==> src/design/tts_div.sv <==
// Restoring divider, one quotient bit per cycle, quotient known to fit QuotWidth bits.
// Stand-alone; used by the top level for the rounded unit-vector components.
`timescale 1ns / 1ps

module tts_div #(
  parameter int QuotWidth = 16,
  parameter int DenWidth  = 31
) (
  input  logic                          clk_i,
  input  logic                          rst_ni,
  input  logic                          start_i,
  input  logic [DenWidth+QuotWidth-1:0] num_i,
  input  logic [DenWidth-1:0]           den_i,
  output logic                          done_o,
  output logic [QuotWidth-1:0]          quot_o
);

  localparam int NumW = DenWidth + QuotWidth;
  localparam int CntW = $clog2(QuotWidth);

  logic                 busy_q, done_q;
  logic [CntW-1:0]      cnt_q;
  logic [NumW-1:0]      r_q, d_q;
  logic [QuotWidth-1:0] q_q;

  always_ff @(posedge clk_i or negedge rst_ni) begin
    if (!rst_ni) begin
      busy_q <= 1'b0;
      done_q <= 1'b0;
      cnt_q  <= '0;
    end else begin
      done_q <= 1'b0;
      if (start_i) begin
        busy_q <= 1'b1;
        cnt_q  <= CntW'(QuotWidth - 1);
      end else if (busy_q) begin
        cnt_q <= cnt_q - 1'b1;
        if (cnt_q == '0) begin
          busy_q <= 1'b0;
          done_q <= 1'b1;
        end
      end
    end
  end

  always_ff @(posedge clk_i) begin
    if (start_i) begin
      r_q <= num_i;
      d_q <= NumW'(den_i) << (QuotWidth - 1);
      q_q <= '0;
    end else if (busy_q) begin
      d_q <= d_q >> 1;
      if (r_q >= d_q) begin
        r_q <= r_q - d_q;
        q_q <= {q_q[QuotWidth-2:0], 1'b1};
      end else begin
        q_q <= {q_q[QuotWidth-2:0], 1'b0};
      end
    end
  end

  assign done_o = done_q;
  assign quot_o = q_q;

endmodule

==> config.mk <==
export PLATFORM = sky130hd
export DESIGN_NAME = tts_div
export DESIGN_NICKNAME = d
export VERILOG_FILES = /design/src/design/tts_div.sv
export SDC_FILE = /design/constraint.sdc
export NUM_CORES = 1
export LEC_CHECK = 0
export BUFFER_PORTS_ARGS = -buffer_cell sky130_fd_sc_hd__buf_4
export CORE_MARGIN = 5
export CORE_UTILIZATION = 30
export CTS_CLUSTER_SIZE = 10
export DETAILED_ROUTE_END_ITERATION = 16
export GPL_TIMING_DRIVEN = 0
export PLACE_DENSITY = 0.51
export SLEW_MARGIN = 30
export SYNTH_ARGS = -nofsm -noshare
export SYNTH_HDL_FRONTEND = slang
export SYNTH_SLANG_ARGS = --single-unit
==> constraint.sdc <==
create_clock -name clk_i -period 7.1 [get_ports clk_i]
set_input_delay 0.355 -clock clk_i [delete_from_list [all_inputs] [get_ports clk_i]]
set_output_delay 0.355 -clock clk_i [all_outputs]
set_load 0.1 [all_outputs]
After elaboration in Yosys (flattened, before gate mapping)
Cells that the tools add are included.
{"block": "op_classes", "add_sub_neg": 2, "n_lt_le_gt_ge": 1, "n_mux": 14, "n_reduce_logical": 4}
{"op": "2-to-1 mux 47 bit", "n": 3}
{"op": "2-to-1 mux 46 bit", "n": 2}
{"op": "greater-or-equal comparator 47 x 46 -> 1 bit", "n": 1}
{"op": "subtractor 47 x 46 -> 47 bit", "n": 1}
{"op": "2-to-1 mux 4 bit", "n": 2}
{"op": "2-to-1 mux 1 bit", "n": 7}
{"op": "logical NOT 4 bit", "n": 1}
{"op": "nonzero test 2 bit", "n": 2}
{"op": "subtractor 4 x 1 -> 4 bit (second input constant)", "n": 1}
{"op": "AND reduction 2 bit", "n": 1}
{"block": "totals", "register_bits": 115, "in_bits": 81, "out_inout_bits": 17, "wordCells": 28}

Logic depth before layout (Yosys ltp)
{"block": "depth", "word_depth": 4, "depth_mapped": 12}

Least setup slack after synthesis
OpenSTA, ideal clock, no wires.
{"block": "synth_path", "path_kind": "register to register", "from": "register r_q[28]", "to": "register r_q[0], enable pin", "setup_time_ns": 0.480, "t_arrival_ns": 4.584, "required_ns": 6.620, "path_slack_ns": 2.036, "path_stages_with_launch": 9, "path_buffers": 0, "cell_sequence": "edfxtp_1 ha_1 nand4_2 nor4_4 nor3b_2 a311oi_2 a2111oi_4 o211ai_2 a31oi_1"}
{"block": "synth_via", "elab_chain_cells": 3}
{"element": "start: declaration", "line": "23", "rtl": "logic [NumW-1:0] r_q, d_q;"}
{"element": "start signal: assignment", "line": "48", "rtl": "r_q <= num_i;"}
{"element": "start signal: assignment", "line": "54", "rtl": "r_q <= r_q - d_q;"}
{"element": "greater-or-equal comparator 47 x 46 -> 1 bit", "line": "53", "rtl": "if (r_q >= d_q) begin"}
{"element": "nonzero test 2 bit (no line)"}
{"element": "AND reduction 2 bit (no line)"}
Every way passes these cells.
A chain may end at the register's enable or synchronous reset.

Worst setup path in the final report
{"block": "layout_path", "from": "register d_q[10]", "to": "register r_q[16], enable pin"}
{"block": "layout_via", "elab_chain_cells": 3}
{"element": "start: declaration", "line": "23"}
{"element": "start signal: assignment", "line": "49", "rtl": "d_q <= NumW'(den_i) << (QuotWidth - 1);"}
{"element": "start signal: assignment", "line": "52", "rtl": "d_q <= d_q >> 1;"}
{"element": "greater-or-equal comparator 47 x 46 -> 1 bit", "line": "53"}
{"element": "nonzero test 2 bit (no line)"}
{"element": "AND reduction 2 bit (no line)"}
Every way passes these cells.

==> metrics <==
Worst R2R Setup Slack 3.63 ns; status completed; fin nets around 1100; Max Slew Vio Count 0; area leader, netlist edfxtp_1; synthesized area per cell about 9 sq um; top cells by area, synth edfxtp_1 30%, dfxtp_1 7.9%, ha_1 7.5%; First-pass DRT Iterations 5; Clk pin slew, worst setup/hold paths about 0.060 ns; GPL Wtd Cong ~0.85; antenna diode count 0; Initial Utilization 30.3%; synthesized instance count 869; worst path bufs/invs 2; via count roughly 6700; Worst Setup End Kind flip-flop; commonest non-fill, non-tap cell in the layout nand2_1; initial antenna violation count 1; vias in the first global route between 6000 and 7000; Crit-path slowest cell a31oi_4; CP required 7.22 ns; CP Depth 11; Worst Hold Class in -> reg; clk buf depth 2; Post-synth EDFFs 78; Max Freq 288 MHz; CP Cell Sequence inv_1, ha_1, a21oi_1, a21boi_0, a31o_2, nor2_4, a311oi_2, a2111oi_4, o211ai_2, a31oi_4, buf_8; area of the multi-input gates 0.00422 sq mm; Max FO, Critical Path 12; hold endpoint r_q[3]$_DFFE_PP_; Largest stage delay, worst path about 0.54 ns; Die ar. 0.0295 sq mm; I/O Pins 98; Hold Path Origin num_i[3]; drt drc 0; number of fill cells 2686; most frequent cells in the layout 133 x nand2_1, 100 x buf_4, 79 x o21ai_0; final core area utilization 37.3%; Register Area 0.00311 sq mm; num rows 59; Static Leakage 4.32 nW; Total GRT Usage 15.5%; Via density 4.99; ys async rst share 5.22%; RR Startpoint d_q[10]$_SDFFE_PP0P_; Avg WL per Cell 17.1 um; final hold violation count 0; dpl hpwl 17500 um; H-tree Lvls 4; RSZ-0062 raised after global routing no; Top FF cell, synth edfxtp_1; antenna-violating nets left 0; post-synth top area share 29.8%; Slew HR between 40% and 50%; Num CTS Buffers 17; Post-Layout Cell Count 1336; Seq cells post-synth 115; Die Ht 172 um; Worst-Skew Late Latency 0.43 ns; Synth cell types 84; Routed WL 22900 um; number of max-cap violations 0; Die X 172 um; Worst Hold Depth 3; worst setup path class reg -> reg; clk_skew 0.0134 ns; share of cells above drive strength 1 about a fifth; largest net degree at the start of global routing 32; data arrival time of the worst path 3.59 ns; placed cells 1303; sequential fraction of the synthesis area between 30 and 40%; Num Clock Sinks between 100 and 150; CTS resizes 0; CP Launch Point d_q[10]$_SDFFE_PP0P_; minimum clock period 3.47 ns; Clock Tree Root clkbuf_16; crit start category flip-flop; worst vdd ir 149 uV; Reg2Reg Depth 11; area grow syn2layout 22.9%; # port buffers 96; Final Cycle Share 48.8%; Placeable Area 0.0259 sq mm; cell area after synthesis 0.00786 sq mm; pwr dens roughly 410 mW/mm^2; Top delay family on crit path compound AO/OA/AOI/OAI gates; syn nets 998; Least-Margin Pin Slew 0.793 ns; CTS tree built; yosys warns 0; total congestion overflow 0; DRT iter0 DRCs 445; Crit Reg-Reg Endpoint r_q[16]$_DFFE_PP_; global-route wire length before repair 35600 um; final setup fails 0
[cell families after synthesis]
group	after synthesis	synth area share, %
AND/OR/NAND/NOR	277	16.8
adder cells (fa/ha/maj)	48	7.74
AO/OA/AOI/OAI	245	20.8
flip-flops	115	39.6
multiplexers	32	4.11
XOR/XNOR	37	4.12
buffers and inverters	115	6.82
[sequential cells by signal (all words and copies together), names as in the netlist]
name	count
busy_q	1
cnt_q	4
d_q	46
done_o	1
quot_o	16
r_q	47
[final cells by class]
type,instances,area share [%]
sequential,115,32.2
buffer,45,2.83
tap,335,4.34
clock inverter,11,0.933
inverter,70,2.72
multi-input combinational,639,43.7
clock buffer,21,4.89
timing repair buffer,100,8.30
[worst reg2reg max path: cells and delay by family (launching register included)]
family,cells,cell delay [ns]
compound gates,7,1.86
fa+ha+maj,1,0.43
flops,1,0.36
buf+inv,2,0.32
simple gates,1,0.19
[through the flow]
step,TNS (ns),worst slack [ns],instance area [sq um],total power (W),hold WS [ns]
6_report,0,3.63,9650,0.00399,0.204
4_1_cts,0,3.59,9650,0.00401,0.192
3_5_place_dp,0,3.61,9080,0.00316,0.167
2_1_floorplan,0,2.04,7860,0.00264,0.0594
3_3_place_gp,-10.80,-0.232,9000,0.00312,0.168
5_1_grt,0,3.46,9650,0.00429,0.201
[per-layer routing]
metal / vias to the layer above / part of all wire (%) / global-route usage (%)
met5: - / 0.057 / 0
met4: 2 / 1.5 / 4.85
met3: 25 / 5.4 / 3.75
met2: 156 / 44 / 24.0
met1: 3142 / 49 / 21.5
li1: 3344 / - / -
[worst max-delay path by stage]
stage	to	slack, ns
2_1_floorplan	r_q[0]$_DFFE_PP_	2.04
3_3_place_gp	r_q[18]$_DFFE_PP_	-0.23
3_5_place_dp	r_q[14]$_DFFE_PP_	3.61
4_1_cts	r_q[16]$_DFFE_PP_	3.59
5_1_grt	r_q[10]$_DFFE_PP_	3.46
6_report	r_q[16]$_DFFE_PP_	3.63
[synthesized netlist by cell type (all sizes together) (3+ instances only)]
cell type,count
a21oi,50
edfxtp,78
xor2,13
dfrtp,6
nand2,134
a21o,25
o21ai,93
nand4,19
and2,4
buf,13
a221oi,3
mux2i,30
xnor2,24
nor3,9
a31oi,8
o31ai,13
o21bai,7
a211oi,4
nor2,64
a31o,5
dfxtp,31
inv,70
and3,14
nor2b,4
ha,47
a22o,3
nand3,12
clkbuf,32
o211ai,5
o21a,7
and4,4
[report_power, final]
part | internal, W | total, W | leakage, nW | switching, W
clock network | 0.000484 | 0.000834 | 0.279 | 0.000350
logic | 0.000878 | 0.00215 | 2.89 | 0.00127
registers | 0.000946 | 0.00101 | 1.15 | 0.0000666
total | 0.00231 | 0.00399 | 4.32 | 0.00169
[timing repair]
action / CTS / global route
setup buffers: 0 / 0
endpoints found under the hold margin: 6 / 0
hold buffers: 1 / 0
Note: power is estimated with default switching activity, not from simulation.
