### config.mk
export PLATFORM = sky130hd
export DESIGN_NAME = tts_isqrt
export DESIGN_NICKNAME = d
export VERILOG_FILES = /design/src/design/tts_pkg.sv /design/src/design/tts_isqrt.sv
export SDC_FILE = /design/constraint.sdc
export NUM_CORES = 1
export LEC_CHECK = 0
export ABC_AREA = 0
export BUFFER_PORTS_ARGS = -buffer_cell sky130_fd_sc_hd__buf_2
export CAP_MARGIN = 25
export CORE_MARGIN = 2
export CORE_UTILIZATION = 40
export DETAILED_ROUTE_END_ITERATION = 12
export PLACE_DENSITY = 0.66
export SLEW_MARGIN = 30
export SYNTH_ARGS = -nofsm -noshare
export SYNTH_HDL_FRONTEND = slang
export SYNTH_SLANG_ARGS = --single-unit
### constraint.sdc
create_clock -name clk_i -period 3.2 [get_ports clk_i]
set_input_delay 0.32 -clock clk_i [delete_from_list [all_inputs] [get_ports clk_i]]
set_output_delay 0.32 -clock clk_i [all_outputs]
set_load 0.05 [all_outputs]
### src/design/tts_pkg.sv
// Shared constants for the triangle tangent-space block.
// No dependencies; used by the top level and the square-root unit.
`timescale 1ns / 1ps

package tts_pkg;

  // Magnitudes are aligned so that the largest one is exactly this many bits long.
  localparam int NormBits      = 30;
  // The sum of three squared aligned magnitudes and its integer root.
  localparam int SumWidth      = 2 * NormBits + 2;
  localparam int RootWidth     = NormBits + 1;
  // Result beat layout.
  localparam int OutFieldWidth = 16;
  localparam int OutDataWidth  = 9 * OutFieldWidth;

endpackage

### src/design/tts_isqrt.sv
// Iterative integer square root, two radicand bits per cycle.
// Depends on tts_pkg for SumWidth and RootWidth.
`timescale 1ns / 1ps

module tts_isqrt (
  input  logic                           clk_i,
  input  logic                           rst_ni,
  input  logic                           start_i,
  input  logic [tts_pkg::SumWidth-1:0]   radicand_i,
  output logic                           done_o,
  output logic [tts_pkg::RootWidth-1:0]  root_o
);
  import tts_pkg::*;

  localparam int CntW = $clog2(RootWidth);

  logic                 busy_q, done_q;
  logic [CntW-1:0]      cnt_q;
  logic [SumWidth-1:0]  s_q;
  logic [RootWidth+1:0] rem_q;
  logic [RootWidth-1:0] root_q;

  logic [RootWidth+3:0] rem_n, trial;
  logic                 fits;

  assign rem_n = {rem_q, s_q[SumWidth-1 -: 2]};
  assign trial = {2'b00, root_q, 2'b01};
  assign fits  = rem_n >= trial;

  always_ff @(posedge clk_i or negedge rst_ni) begin
    if (!rst_ni) begin
      busy_q <= 1'b0;
      done_q <= 1'b0;
      cnt_q  <= '0;
    end else begin
      done_q <= 1'b0;
      if (start_i) begin
        busy_q <= 1'b1;
        cnt_q  <= CntW'(RootWidth - 1);
      end else if (busy_q) begin
        cnt_q <= cnt_q - 1'b1;
        if (cnt_q == '0) begin
          busy_q <= 1'b0;
          done_q <= 1'b1;
        end
      end
    end
  end

  always_ff @(posedge clk_i) begin
    if (start_i) begin
      s_q    <= radicand_i;
      rem_q  <= '0;
      root_q <= '0;
    end else if (busy_q) begin
      s_q <= s_q << 2;
      if (fits) begin
        rem_q  <= (RootWidth + 2)'(rem_n - trial);
        root_q <= {root_q[RootWidth-2:0], 1'b1};
      end else begin
        rem_q  <= (RootWidth + 2)'(rem_n);
        root_q <= {root_q[RootWidth-2:0], 1'b0};
      end
    end
  end

  assign done_o = done_q;
  assign root_o = root_q;

endmodule

# After elaboration in Yosys (flattened, before gate mapping)
# Index checks and enable logic that the tools add are counted.
dict set report totals {
  reg_bits 133
  in_bits 65
  out_inout_bits 32
  wordCells 23
}
dict set report op_classes {
  n_addsub 2
  order_cmp 1
  muxes 12
  reduce_logical 2
}
# operator n
set op_table {}
lappend op_table {{62-bit 2-to-1 mux} 2}
lappend op_table {{35-bit by 33-bit greater-or-equal comparator with 1-bit output} 1}
lappend op_table {{33-bit 2-to-1 mux} 1}
lappend op_table {{33-bit subtractor} 1}
lappend op_table {{5-bit 2-to-1 mux} 2}
lappend op_table {{1-bit 2-to-1 mux} 7}
lappend op_table {{5-bit zero test} 1}
lappend op_table {{5-bit by 1-bit subtractor with 5-bit output (second input constant)} 1}
lappend op_table {{2-bit nonzero test} 1}

# Logic depth before layout (Yosys ltp)
# Gate-level depths: netlist (run 1).
dict set report depth {
  depth_word 4
  ltp_mapped 13
  depth_no_buf 10
}

# Worst setup path after synthesis (run 1)
# No wires, ideal clock.
dict set report synth_timing {
  path_kind {reg2reg}
  from {register root_q[20], in the netlist root_o[20]}
  to {register rem_q[10]}
  setup_ps 137
  arrival_time_ps 2852
  required_ps 3063
  setup_slack_ps 211
  path_stages_with_launch 14
  n_path_buf 3
  synth_period_minus_slack_ps 2989
  path_cell_list {dfxtp_1 > inv_1 > ha_1 > buf_6 > a21o_1 > a21o_1 > a2111oi_2 > o32ai_1 > nand3b_4 > a21boi_2 > buf_6 > buf_8 > mux2i_1 > a211oi_1}
}
dict set report synth_via {
  elab_chain_cells 2
}
# element line_no
set synth_lines {}
lappend synth_lines {{start, declared} tts_isqrt.sv:21} ;# logic [RootWidth-1:0] root_q;
lappend synth_lines {{start signal, assigned} tts_isqrt.sv:59} ;# root_q <= {root_q[RootWidth-2:0], 1'b1};
lappend synth_lines {{start signal, assigned} tts_isqrt.sv:62} ;# root_q <= {root_q[RootWidth-2:0], 1'b0};
lappend synth_lines {{35-bit by 33-bit greater-or-equal comparator with 1-bit output} tts_isqrt.sv:28} ;# assign fits = rem_n >= trial;
lappend synth_lines {{33-bit 2-to-1 mux} tts_isqrt.sv:57} ;# if (fits) begin
lappend synth_lines {{end signal, assigned} tts_isqrt.sv:58} ;# rem_q <= (RootWidth + 2)'(rem_n - trial);
lappend synth_lines {{end signal, assigned} tts_isqrt.sv:61} ;# rem_q <= (RootWidth + 2)'(rem_n);
lappend synth_lines {{end, declared} tts_isqrt.sv:20} ;# logic [RootWidth+1:0] rem_q;
# Every way passes these cells.
# A chain may end at the register's enable or synchronous reset.

# Worst setup path after layout (run 1)
dict set report layout_timing {
  from {register root_q[1], in the netlist root_o[1]}
  to {register rem_q[32]}
}
dict set report layout_via {
  elab_chain_cells 2
  word_cells_on_any_way 3
  cone_classes {add/sub: 1; order compare: 1; mux: 1}
}
# element line_no
set layout_lines {}
lappend layout_lines {{33-bit subtractor / 35-bit by 33-bit greater-or-equal comparator with 1-bit output (equally long branches)} {tts_isqrt.sv:58, tts_isqrt.sv:28}}
lappend layout_lines {{33-bit 2-to-1 mux *} tts_isqrt.sv:57}
# Every way passes the cells marked *; elsewhere a longest branch is shown, timed or not.

==> impl_metrics.ini, run 1 <==
[floorplan]
num_rows = 49
start_util_pct = 40.9
pin_count = 97
die_h_um = 140
fp.coreArea_mm2 = 0.0180
die-area_mm2 = 0.0195
die_x_um = 140

[yosys]
async_flop_share_pct = 5.26
postSynthNetCount = 810
ys.flop_type = dfxtp_1
synth_area_leaders = edfxtp_1, dfxtp_1, mux2_2
syn_avg_cell_area_um2 = 10.4
netlist_instances = 710
synth-edff-count = 62
ys_ff_latch = 133
yosysTopAreaCellShare_pct = 25.3
ys_types = 64
yosys.area.top_type = edfxtp_1
synth_warnings = 0
synth-seq-area-share_pct = 45.0
syn_area_mm2 = 0.00737

[power_and_ir_drop]
powerDensity_mw_per_mm2 = 899
p_total_w = 0.00793
cellLeakagePower_nw = 3.87
ir_drop_mv = 0.473

[cts]
root_buffer = clkbuf_16
clock_path_buffers = 2
clock-sinks = 133
numCtsBuffers = 17
path_clk_slew_ns = 0.06
cts_tree = done
clk_latency_ns = 0.43
cts.htree.levels = 4

[place]
placed_cell_area_mm2 = 0.00814
io_buffers = 96
hpwl_um = 11300
routabilityCongestion = 0.867
pre_cts_slack_ns = 0.165

[grt]
grt.overflow.total = 0
grt_pass1_wl_um = 26400
grt_pass1_vias = 5401
grt_max_degree = 63
track_usage_pct = 16.8
antenna_found_initial = 1

[outcome]
status = finished clean

[timing]
skew_ns = 0.0101
period_needed_ns = 2.93
slew_headroom_pct = 55.8
worst_slack_ns = 0.268
worst_slew_pin_slew_ns = 0.664
slew_violations = 0
setup_viol = 0
fmax_ghz = 0.341
tns_ns = 0
rsz0062_at_grt = false
fin_crit_sh_pct = 91.6
finalHoldViolations = 0

[detailed_routing]
drcViolationCount = 0
wl_per_cell_um = 15.1
wirelength_um = 16000
vias = 5500
drt_pre_antenna_iters = 4
wl_met2_um = 7240
highest_layer = met5
route.met3.wl_um = 1250
met1Wirelength_um = 7220
vias_per_cell = 5.21
drt_iter0_drc = 286
detail-route-antenna-nets = 0

[final_layout]
mostFrequentLayoutCells = buf_2, nor2_1, dfxtp_1, edfxtp_1, mux2_2
area_growth_pct = 19.7
fin_nets = 914
fin_area_mm2 = 0.00881
n_antenna_cell = 0
nFillCells = 1702
drive_gt1_share_pct = 27.9
final_common_cell = buf_2

[run]
cap_violations = 0

[critical_path]
criticalPathCategory = flop to flop
critPathRequiredTime_ns = 3.49
cp.arrival_ns = 3.22
crit_path_start_kind = flop
path_max_fanout = 5
path_cells = inv_1 -> ha_1 -> o21ai_0 -> a2111oi_2 -> buf_4 -> nor2_1 -> a211oi_1 -> o311ai_0 -> and2_1 -> a311oi_1 -> o31ai_1
max_stage_delay_ns = 0.42
end_kind = flop
cp_slowest_cell = a2111oi_2

[hold_path]
hp-class = input pin to flop
layout make-up:
cell class	count	area, um2	share of cell area, %
sequential	133	3320	37.7
clock buffer	17	425	4.83
inverter	44	165	1.87
multi-input combinational	497	3700	42.0
timing repair buffer	121	711	8.06
tap	229	287	3.25
clock inverter	15	201	2.29
where the power goes:
group / switching (W) / internal, W / total [W] / leakage, nW
sequential: 0.000166 / 0.00205 / 0.00221 / 1.26
clock: 0.000863 / 0.00120 / 0.00206 / 0.309
combinational: 0.00192 / 0.00173 / 0.00365 / 2.30
total: 0.00295 / 0.00497 / 0.00793 / 3.87
cell usage after synthesis, drive strengths merged, types with 2 or more instances:
library cell  count
nand3            14
a211oi           18
a32oi             5
a21oi            37
a211o             2
dfxtp            64
or2               3
o31ai             3
nand2            40
a31oi             8
nand2b           11
o21ai            26
and3              7
nor4              3
ha               35
edfxtp           62
a2111oi           3
o311ai            7
xor2             14
mux2             60
and2              4
or3               5
buf              20
a21o              9
a311oi            3
o21a              4
inv              44
xnor2            15
nand3b            3
nand4             4
nor3             10
clkbuf           16
o21bai            3
a21boi            3
mux2i            51
dfrtp             7
nor2             71
o211ai            2
path summary, 6_finish.rpt:
kind,start,end,slack [ns],cells after the start
worst max-delay path,root_o[1],rem_q[32],0.27,11
min in group asynchronous,rst_ni,done_o,0.25,2
worst max register to register,root_o[1],rem_q[32],0.27,11
worst min-delay path,radicand_i[1],s_q[1],0.17,2
worst min register to register,rem_q[19],rem_q[19],0.49,2
max in group asynchronous,rst_ni,busy_q,2.76,2
repair_timing:
action                                  in CTS  in global routing
hold endpoints to repair                     7                  0
buffers inserted                             0                  4
gates resized for setup                      0                  2
endpoints found under the setup margin       0                  4
hold buffers                                 1                  0
sequential cells by signal (all words and copies together) (netlist names):
name and cells:
cnt_q 5, busy_q 1, s_q 62, root_o 31, done_o 1, rem_q 33
per-stage QoR:
| step | util (%) | hold WS, ns | cells |
|---|---|---|---|
| 6_report | 48.9 | 0.173 | 1056 |
| 3_3_place_gp | 45.2 | 0.166 | 1019 |
| 5_1_grt | 48.9 | 0.169 | 1056 |
| 2_1_floorplan | - | 0.0244 | 710 |
| 3_5_place_dp | 45.2 | 0.164 | 1019 |
| 4_1_cts | 48.7 | 0.163 | 1052 |
critical path: cells and delay by family, from the launching register on:
| kind | cells | cell delay, ns |
|---|---|---|
| compound gates | 6 | 1.52 |
| buf+inv | 2 | 0.25 |
| simple gates | 2 | 0.27 |
| flops | 1 | 0.37 |
| fa+ha+maj | 1 | 0.38 |
cell families after synthesis:
logic type | count (synthesis) | synth area share (%)
buffers and inverters | 80 | 4.84
flip-flops | 133 | 45.0
AO/OA/AOI/OAI | 141 | 12.9
multiplexers | 111 | 16.1
adder cells (fa/ha/maj) | 35 | 5.95
XOR/XNOR | 29 | 3.45
AND/OR/NAND/NOR | 181 | 11.7
routing by layer:
metal	global-route usage, %	vias up
met5	0	-
met3	6.71	20
li1	-	2798
met4	5.63	2
met1	21.6	2561
met2	25.7	119
Power figures use the tool's default switching activity.
==> run 2, diff against run 1 <==
--- a/config.mk
+++ b/config.mk
@@ -9,9 +9,10 @@
 export BUFFER_PORTS_ARGS = -buffer_cell sky130_fd_sc_hd__buf_2
 export CAP_MARGIN = 25
 export CORE_MARGIN = 2
-export CORE_UTILIZATION = 40
+export CORE_UTILIZATION = 58
 export DETAILED_ROUTE_END_ITERATION = 12
-export PLACE_DENSITY = 0.66
+export PLACE_DENSITY = 0.87
+export SKIP_CTS_REPAIR_TIMING = 1
 export SLEW_MARGIN = 30
 export SYNTH_ARGS = -nofsm -noshare
 export SYNTH_HDL_FRONTEND = slang
==> run 2 against run 1 <==
Worst hold slack better by 0.0046 ns. Worst setup slack worse by 0.011 ns. Core utilization is 20 points higher. Critical endpoint unchanged. Cell count is 5.5% lower. Design area is 1.9% lower. Non-clock buffer count is 1 lower. Highest routed layer is now met4. Maximum frequency is 0.39% lower. Largest cell class unchanged. Clock-buffer cell count stayed put. Flip-flop and latch count stayed put. Clock power is 8% lower. First-iteration DRC count is 19% higher.
==> impl_metrics.ini, run 2 (synthesis gave the netlist of run 1 again) <==
[power_and_ir_drop]
cellLeakagePower_nw = 3.82
ir_drop_mv = 0.518
p_total_w = 0.00778
powerDensity_mw_per_mm2 = 900

[cts]
numCtsBuffers = 17
clock-sinks = 133
clk_latency_ns = 0.43
root_buffer = clkbuf_16
clock_path_buffers = 2
cts.htree.levels = 4
path_clk_slew_ns = 0.06
cts_tree = done

[floorplan]
fp.coreArea_mm2 = 0.0125
die-area_mm2 = 0.0136
die_h_um = 117
pin_count = 97
start_util_pct = 58.8
num_rows = 41
die_x_um = 117

[critical_path]
cp.arrival_ns = 3.23
reg2reg_from = root_o[0]
crit_start = root_o[0]
max_stage_delay_ns = 0.39
critPathRequiredTime_ns = 3.48
cp_slowest_cell = ha_1
criticalPathCategory = flop to flop
end_kind = flop
path_cells = inv_1 -> ha_1 -> nand2b_1 -> a2111oi_1 -> buf_4 -> nor2_1 -> a211oi_1 -> o311ai_0 -> and2_1 -> a311oi_1 -> o31ai_1
crit_family = compound AO/OA/AOI/OAI gates
path_max_fanout = 5
crit_path_start_kind = flop
worst-path-buf-inv = 2

[timing]
worst_slew_pin_slew_ns = 0.915
slew_headroom_pct = 39.0
fin_crit_sh_pct = 92.0
finalHoldViolations = 0
slew_violations = 0
fmax_ghz = 0.340
tns_ns = 0
period_needed_ns = 2.94
setup_viol = 0
skew_ns = 0.00789
rsz0062_at_grt = false
holdWs_ns = 0.177

[grt]
track_usage_pct = 25.3
antenna_found_initial = 0
grt_pass1_vias = 5655
grt_pass1_wl_um = 26500
grt.overflow.total = 0
grt_max_degree = 72

[run]
cap_violations = 0

[place]
io_buffers = 96
routabilityCongestion = 0.897
hpwl_um = 11200
placed_cell_area_mm2 = 0.00802

[outcome]
status = finished clean

[final_layout]
top_register = s_q
largest_register_ffs = 62
fin_util_pct = 69.1
final_common_cell = buf_2
n_antenna_cell = 0
fin_nets = 913
area_growth_pct = 17.3
fin_area_mm2 = 0.00864
mostFrequentLayoutCells = buf_2, nor2_1, dfxtp_1, edfxtp_1, mux2_2
drive_gt1_share_pct = 28.0

[detailed_routing]
wl_per_cell_um = 16.3
drcViolationCount = 0
vias_per_cell = 5.68
vias = 5672
drt_iter0_drc = 340
drt_pre_antenna_iters = 5
wirelength_um = 16300
detail-route-antenna-nets = 0

[hold_path]
min_from = radicand_i[1]
hp-class = input pin to flop
run 2: cell types whose count changed in the layout (fill, tap and decap cells not counted), sizes merged:
cell      change
clkinv        +4
clkinvlp      +2
buf           -1
bufinv        -1
inv           -5
run 2: final cells by class:
type,instances,area (um2)
Multi-Input combinational cell,497,3700
Inverter,44,165
Tap cell,172,215
Clock inverter,15,148
Fill cell,981,3870
Clock buffer,17,425
Timing Repair Buffer,120,666
Sequential cell,133,3320
run 2: through the flow:
stage / std cells / setup WS (ns)
after floorplan: 710 / 0.211
after global placement: 960 / 0.292
after global routing: 998 / 0.0109
after CTS: 992 / 0.172
after detailed placement: 960 / 0.187
final: 998 / 0.257
run 2: power breakdown:
part | switching [W] | internal [W] | total, W | leakage, nW
Sequential | 0.000172 | 0.00205 | 0.00222 | 1.26
Combinational | 0.00196 | 0.00171 | 0.00366 | 2.28
Clock | 0.000805 | 0.00109 | 0.00189 | 0.278
Total | 0.00293 | 0.00485 | 0.00778 | 3.82
run 2: worst reg2reg max path: cells and delay by family, from the launching register on:
| kind | cells | cell delay (ns) |
|---|---|---|
| buffers and inverters | 2 | 0.24 |
| flip-flops | 1 | 0.38 |
| AND/OR/NAND/NOR | 3 | 0.44 |
| AO/OA/AOI/OAI | 5 | 1.34 |
| adder cells (fa/ha/maj) | 1 | 0.39 |
run 2: worst paths after layout:
check / to / slack (ns) / cells past startpoint
max in group asynchronous: busy_q / 2.78 / 2
setup reg to reg: rem_q[32] / 0.26 / 11
min in group asynchronous: cnt_q[3] / 0.25 / 2
hold reg to reg: rem_q[16] / 0.49 / 2
setup / recovery: rem_q[32] / 0.26 / 11
hold / removal: s_q[1] / 0.18 / 2
run 2: layer usage:
layer | wire (um) | share of wire (%) | GRT usage, %
met2 | 7970 | 49 | 42.7
met5 | 0 | 0 | 0
met1 | 6880 | 42 | 29.6
met4 | 292 | 1.8 | 8.94
met3 | 1120 | 6.9 | 9.44
